## config.mk

```make
export PLATFORM = sky130hd
export DESIGN_NAME = rmq_front
export DESIGN_NICKNAME = d
export VERILOG_FILES = /design/src/sv/rmq_pkg.sv /design/src/sv/rmq_front.sv
export SDC_FILE = /design/constraint.sdc
export NUM_CORES = 2
export LEC_CHECK = 0
export ABC_AREA = 1
export CORE_ASPECT_RATIO = 2
export CORE_MARGIN = 4
export CORE_UTILIZATION = 35
export CTS_CLUSTER_SIZE = 14
export DETAILED_ROUTE_END_ITERATION = 8
export DONT_BUFFER_PORTS = 1
export PLACE_DENSITY_LB_ADDON = 0.25
export SYNTH_ARGS = -nofsm -noshare
export SYNTH_HDL_FRONTEND = slang
export SYNTH_SLANG_ARGS = --single-unit
```

## constraint.sdc

```tcl
create_clock -name clock -period 10.91 [get_ports clock]
set_input_delay 2.7275 -clock clock [delete_from_list [all_inputs] [get_ports clock]]
set_output_delay 2.7275 -clock clock [all_outputs]
set_load 0.02 [all_outputs]
```

## src/sv/rmq_pkg.sv

```systemverilog
`default_nettype none

package rmq_pkg;

   // Field and datapath widths.
   localparam int ELEM_W     = 16;
   localparam int RAW_W      = 18;
   localparam int MAG_W      = 17;
   localparam int SQ_W       = 34;
   localparam int SUM_W      = 36;
   localparam int ROOT_W     = 32;
   localparam int REM_W      = 34;
   localparam int SQRT_STEPS = 32;
   localparam int FRAC_SHIFT = 28;
   localparam int Q_W        = 17;
   localparam int NUM_W      = 47;
   localparam int DEN_W      = 33;
   localparam int DIV_STEPS  = 17;
   localparam int LANES      = 4;
   localparam int Q_ONE      = 16384;

   // Register count from the input capture to the result register.
   localparam int RSP_DELAY  = 4 + (SQRT_STEPS + 1) + (DIV_STEPS + 1) + 1;

   // Control that travels with each word.
   typedef struct packed {
      logic valid;
      logic ident;
   } ctrl_type;

   // Raw, unnormalised quaternion components in w, x, y, z order.
   typedef struct packed {
      logic [LANES-1:0][RAW_W-1:0] comp;
   } side_type;

endpackage

`default_nettype wire

```

## src/sv/rmq_front.sv

```systemverilog
`default_nettype none

module rmq_front (
   input  wire                                  clock,
   input  wire                                  reset,
   input  wire                                  in_valid,
   input  wire logic signed [rmq_pkg::ELEM_W-1:0] m00,
   input  wire logic signed [rmq_pkg::ELEM_W-1:0] m01,
   input  wire logic signed [rmq_pkg::ELEM_W-1:0] m02,
   input  wire logic signed [rmq_pkg::ELEM_W-1:0] m10,
   input  wire logic signed [rmq_pkg::ELEM_W-1:0] m11,
   input  wire logic signed [rmq_pkg::ELEM_W-1:0] m12,
   input  wire logic signed [rmq_pkg::ELEM_W-1:0] m20,
   input  wire logic signed [rmq_pkg::ELEM_W-1:0] m21,
   input  wire logic signed [rmq_pkg::ELEM_W-1:0] m22,
   output rmq_pkg::ctrl_type                    ctrl_o,
   output rmq_pkg::side_type                    side_o,
   output logic [rmq_pkg::SUM_W-1:0]            sum_o
);

   localparam int RW = rmq_pkg::RAW_W;
   localparam logic signed [RW-1:0] ONE_RAW = RW'(rmq_pkg::Q_ONE);

   // Stage A: capture the matrix.
   rmq_pkg::ctrl_type a_ctrl_ff;
   logic signed [RW-1:0] a00_ff, a01_ff, a02_ff, a10_ff, a11_ff, a12_ff;
   logic signed [RW-1:0] a20_ff, a21_ff, a22_ff;

   always_ff @(posedge clock) begin
      if (reset) begin
         a_ctrl_ff <= '0;
      end else begin
         a_ctrl_ff.valid <= in_valid;
         a_ctrl_ff.ident <= 1'b0;
      end
      a00_ff <= RW'(m00);
      a01_ff <= RW'(m01);
      a02_ff <= RW'(m02);
      a10_ff <= RW'(m10);
      a11_ff <= RW'(m11);
      a12_ff <= RW'(m12);
      a20_ff <= RW'(m20);
      a21_ff <= RW'(m21);
      a22_ff <= RW'(m22);
   end

   // Stage B: pick the pivot branch and form the raw vector.
   logic signed [RW-1:0] trace;
   logic signed [RW-1:0] pivot;
   logic [rmq_pkg::LANES-1:0][RW-1:0] comp_in;
   logic ident_in;

   always_comb begin
      trace = a00_ff + a11_ff + a22_ff;
      priority if (trace > 0) begin
         pivot = trace + ONE_RAW;
         comp_in[0] = pivot;
         comp_in[1] = a21_ff - a12_ff;
         comp_in[2] = a02_ff - a20_ff;
         comp_in[3] = a10_ff - a01_ff;
      end else if (a00_ff > a11_ff && a00_ff > a22_ff) begin
         pivot = ONE_RAW + a00_ff - a11_ff - a22_ff;
         comp_in[0] = a21_ff - a12_ff;
         comp_in[1] = pivot;
         comp_in[2] = a01_ff + a10_ff;
         comp_in[3] = a02_ff + a20_ff;
      end else if (a11_ff > a22_ff) begin
         pivot = ONE_RAW + a11_ff - a00_ff - a22_ff;
         comp_in[0] = a02_ff - a20_ff;
         comp_in[1] = a01_ff + a10_ff;
         comp_in[2] = pivot;
         comp_in[3] = a12_ff + a21_ff;
      end else begin
         pivot = ONE_RAW + a22_ff - a00_ff - a11_ff;
         comp_in[0] = a10_ff - a01_ff;
         comp_in[1] = a02_ff + a20_ff;
         comp_in[2] = a12_ff + a21_ff;
         comp_in[3] = pivot;
      end
      // A pivot that is not positive has no real root: give the identity.
      ident_in = (pivot <= 0);
   end

   rmq_pkg::ctrl_type b_ctrl_ff;
   rmq_pkg::side_type b_side_ff;

   always_ff @(posedge clock) begin
      if (reset) begin
         b_ctrl_ff <= '0;
      end else begin
         b_ctrl_ff.valid <= a_ctrl_ff.valid;
         b_ctrl_ff.ident <= ident_in;
      end
      b_side_ff.comp <= comp_in;
   end

   // Stage C: square the component magnitudes.
   logic [rmq_pkg::LANES-1:0][rmq_pkg::SQ_W-1:0] sq_in;
   logic [RW-1:0] abs_val;
   logic [rmq_pkg::MAG_W-1:0] mag;

   always_comb begin
      abs_val = '0;
      mag = '0;
      for (int i = 0; i < rmq_pkg::LANES; i++) begin
         abs_val = b_side_ff.comp[i][RW-1] ? (~b_side_ff.comp[i] + 1'b1) : b_side_ff.comp[i];
         mag = abs_val[rmq_pkg::MAG_W-1:0];
         sq_in[i] = rmq_pkg::SQ_W'(mag) * rmq_pkg::SQ_W'(mag);
      end
   end

   rmq_pkg::ctrl_type c_ctrl_ff;
   rmq_pkg::side_type c_side_ff;
   logic [rmq_pkg::LANES-1:0][rmq_pkg::SQ_W-1:0] c_sq_ff;

   always_ff @(posedge clock) begin
      if (reset) begin
         c_ctrl_ff <= '0;
      end else begin
         c_ctrl_ff <= b_ctrl_ff;
      end
      c_side_ff <= b_side_ff;
      c_sq_ff   <= sq_in;
   end

   // Stage D: sum of squares.
   logic [rmq_pkg::SUM_W-1:0] sum_in;

   always_comb begin
      sum_in = '0;
      for (int i = 0; i < rmq_pkg::LANES; i++) begin
         sum_in = sum_in + rmq_pkg::SUM_W'(c_sq_ff[i]);
      end
   end

   rmq_pkg::ctrl_type d_ctrl_ff;
   rmq_pkg::side_type d_side_ff;
   logic [rmq_pkg::SUM_W-1:0] d_sum_ff;

   always_ff @(posedge clock) begin
      if (reset) begin
         d_ctrl_ff <= '0;
      end else begin
         d_ctrl_ff <= c_ctrl_ff;
      end
      d_side_ff <= c_side_ff;
      d_sum_ff  <= sum_in;
   end

   assign ctrl_o = d_ctrl_ff;
   assign side_o = d_side_ff;
   assign sum_o  = d_sum_ff;

endmodule

`default_nettype wire

```

==> metrics.md <==
| Metric | Value |
|---|---|
| Setup tns final | 0 ps |
| Final setup violation count | 0 |
| Critical Path Fanout Max | 16 |
| Final Max Tran Viols | 0 |
| Clk slew on worst S/H paths | 80 ps |
| Final HPWL DP | 198,000 um |
| Layout cells sized above 1 | 3.18% |
| #FFs+latches synth | 531 |
| Status | finished, final reports clean |
| Global-route wire length before repair | 330,000 um |
| Crit path required time | 11,450 ps |
| Antenna violations before repair | 44 |
| Vias in the first global route | 51,400 |
| Worst-skew pair later-pin latency | 710 ps |
| Iteration-0 DRC Markers | 2,236 |
| Critical Path Start Type | register |
| Syn avg cell area | 8.47 sq um |
| Boundary Pins | 257 |
| Crit-path max cell delay | 800 ps |
| RSZ-0062 raised after global routing | no |
| Slowest cell on crit path | dfxtp_1 |
| Max-slew headroom | 4.38% |
| Worst Path Arrival | 9650 ps |
| Nets | 8,960 |
| Total setup buffers inserted after CTS | 0 |
| CTS H-tree depth | 2 |
| Fmax achieved | 0.110 GHz |
| Synth Instances | 7,196 |
| Synth top area share | 29.6% |
| Dominant synthesized flop cell | dfxtp_1 |
| Sequential share of the synthesized area | 17.5% |
| Total die area | 181,000 sq um |
| Post-Syn Area | 60,900 sq um |
| CTS tree | built |
| Global route overflow | 0 |
| Synthesis-to-finish area growth | 7.41% |
| Number of flops mapped to enable cells by yosys | 0 |
| CP endpoint kind | register |
| Distinct cell type count after synthesis | 62 |
| Clk sinks | 531 |
| # port buffers | 0 |
| Max Root-Sink Buffers | 3 |
| Die height | 598 um |
| Crit Path Class | reg2reg |
| DR vias/cell | 4.89 |
| Area contributors post-synth | fa_1 30%, dfxtp_1 17%, ha_1 15% |
| Wire per inst | 24.0 um |
| First-pass DRT Iterations | 6 |
| Root Buffer | clkbuf_16 |
| Worst hold path type | reg2reg |
| Core area | 173,000 sq um |
| Die Wd | 303 um |
| Min Tclk post-route | 9120 ps |
| Hold buffers post-CTS | 0 |
| Total CTS buffers | 55 |
| Clock skew | 57.1 ps |
| Drc violations | 0 |
| Fillers | 18,000 |
| Row cnt | 216 |
| YS warnings | 0 |
| Tcrit/Tclk final | 83.6% |
| Overall Global Routing Usage | 25.3% |
| Cts repair resizes | 0 |
| Initial Utilization | 35.2% |
| Asr flop ratio synth | 0% |
| Total routed wirelength | 229,000 um |
| Register area | 10,600 sq um |
| Routed Antenna Nets | 0 |
| Max_cap viols | 0 |
| GPL Wtd Cong | 1.03 |
| Final hold violations | 0 |
| Via count | 46,600 |
| Largest net degree at the start of global routing | 68 |
| Multi-input gate area | 43,300 sq um |
| Largest area contributor in the netlist | fa_1 |
| Worst slew pin tran | 1430 ps |
[routing by layer]
metal / track usage, % / wire length [um] / vias up
li1: - / - / 21800
met5: 0 / 43 / -
met1: 21.8 / 68200 / 22800
met4: 23.5 / 26700 / 6
met3: 3.08 / 8310 / 632
met2: 49.2 / 125000 / 1375
[path summary, 6_finish.rpt]
path            endpoint  slack (ps)  depth (start not counted)         start
max          c_sq_ff[31]        1790                         33  b_side_ff[0]
min            side_o[9]         320                          0  c_side_ff[9]
max reg2reg  c_sq_ff[31]        1790                         33  b_side_ff[0]
min reg2reg    side_o[9]         320                          0  c_side_ff[9]
[cells in the mapped netlist, types with 57 or more instances]
master	number
a21oi_1	355
clkbuf_1	65
dfxtp_1	531
fa_1	902
ha_1	751
inv_1	1669
nand2_1	1135
nand3_1	149
nor2_1	581
o21ai_0	200
o21ai_1	57
xnor2_1	66
xor2_1	244
[critical path, delay by kind of cell, from the launching register on]
kind | cells | cell delay [ps]
buffers and inverters | 9 | 1650
DFF | 1 | 800
AOI/OAI and AO/OA | 6 | 960
xor gates and xnor gates | 1 | 150
adders and majority gates | 8 | 3770
and+or+nand+nor | 9 | 1630
[area by class of cell]
type	count	area share, %
Sequential cell	531	16.2
Clock inverter	30	0.631
Antenna cell	30	0.115
Tap cell	2289	4.38
Inverter	1700	9.75
Clock buffer	63	2.26
Multi-Input combinational cell	4840	66.3
Timing Repair Buffer	32	0.367
[stage by stage]
stage	cells	instance area, sq um	utilization (%)	setup slack, ps	hold slack [ps]
4_1_cts	9485	65400	37.8	1740	318
5_1_grt	9512	65400	37.8	1270	332
2_1_floorplan	7197	60900	-	3940	310
3_3_place_gp	9392	63500	36.7	1800	310
3_5_place_dp	9392	63500	36.7	1770	312
6_report	9515	65400	37.8	1790	324
[state kept, by name, summed over array words and instances (netlist names), 16 cells and up]
signal	flops
a02_ff	16
a01_ff	16
c_side_ff	68
a22_ff	16
a00_ff	16
a10_ff	16
side_o	72
a21_ff	16
a12_ff	16
c_sq_ff	132
sum_o	36
a20_ff	16
b_side_ff	72
a11_ff	16
[placed cells by master, fill, tap and decap left out, types with 149 or more instances in the layout]
cell,n
nand2_1,1135
dfxtp_1,531
nor2_1,581
fa_1,902
o21ai_0,200
inv_1,1669
a21oi_1,355
xor2_1,244
ha_1,751
nand3_1,149
[logic make-up after synthesis]
group           count (synthesis)  synth area share (%)
simple gates                 2029                  13.5
buf+inv                      1826                  11.4
fa+ha+maj                    1653                  45.1
compound gates                838                  7.90
flops                         531                  17.5
xor+xnor                      315                  4.59
other cells                     2                0.0123
mux                             2                0.0329
Power is not shown: default switching activity piles up to over one toggle a cycle in this logic, so the estimate is an artifact.
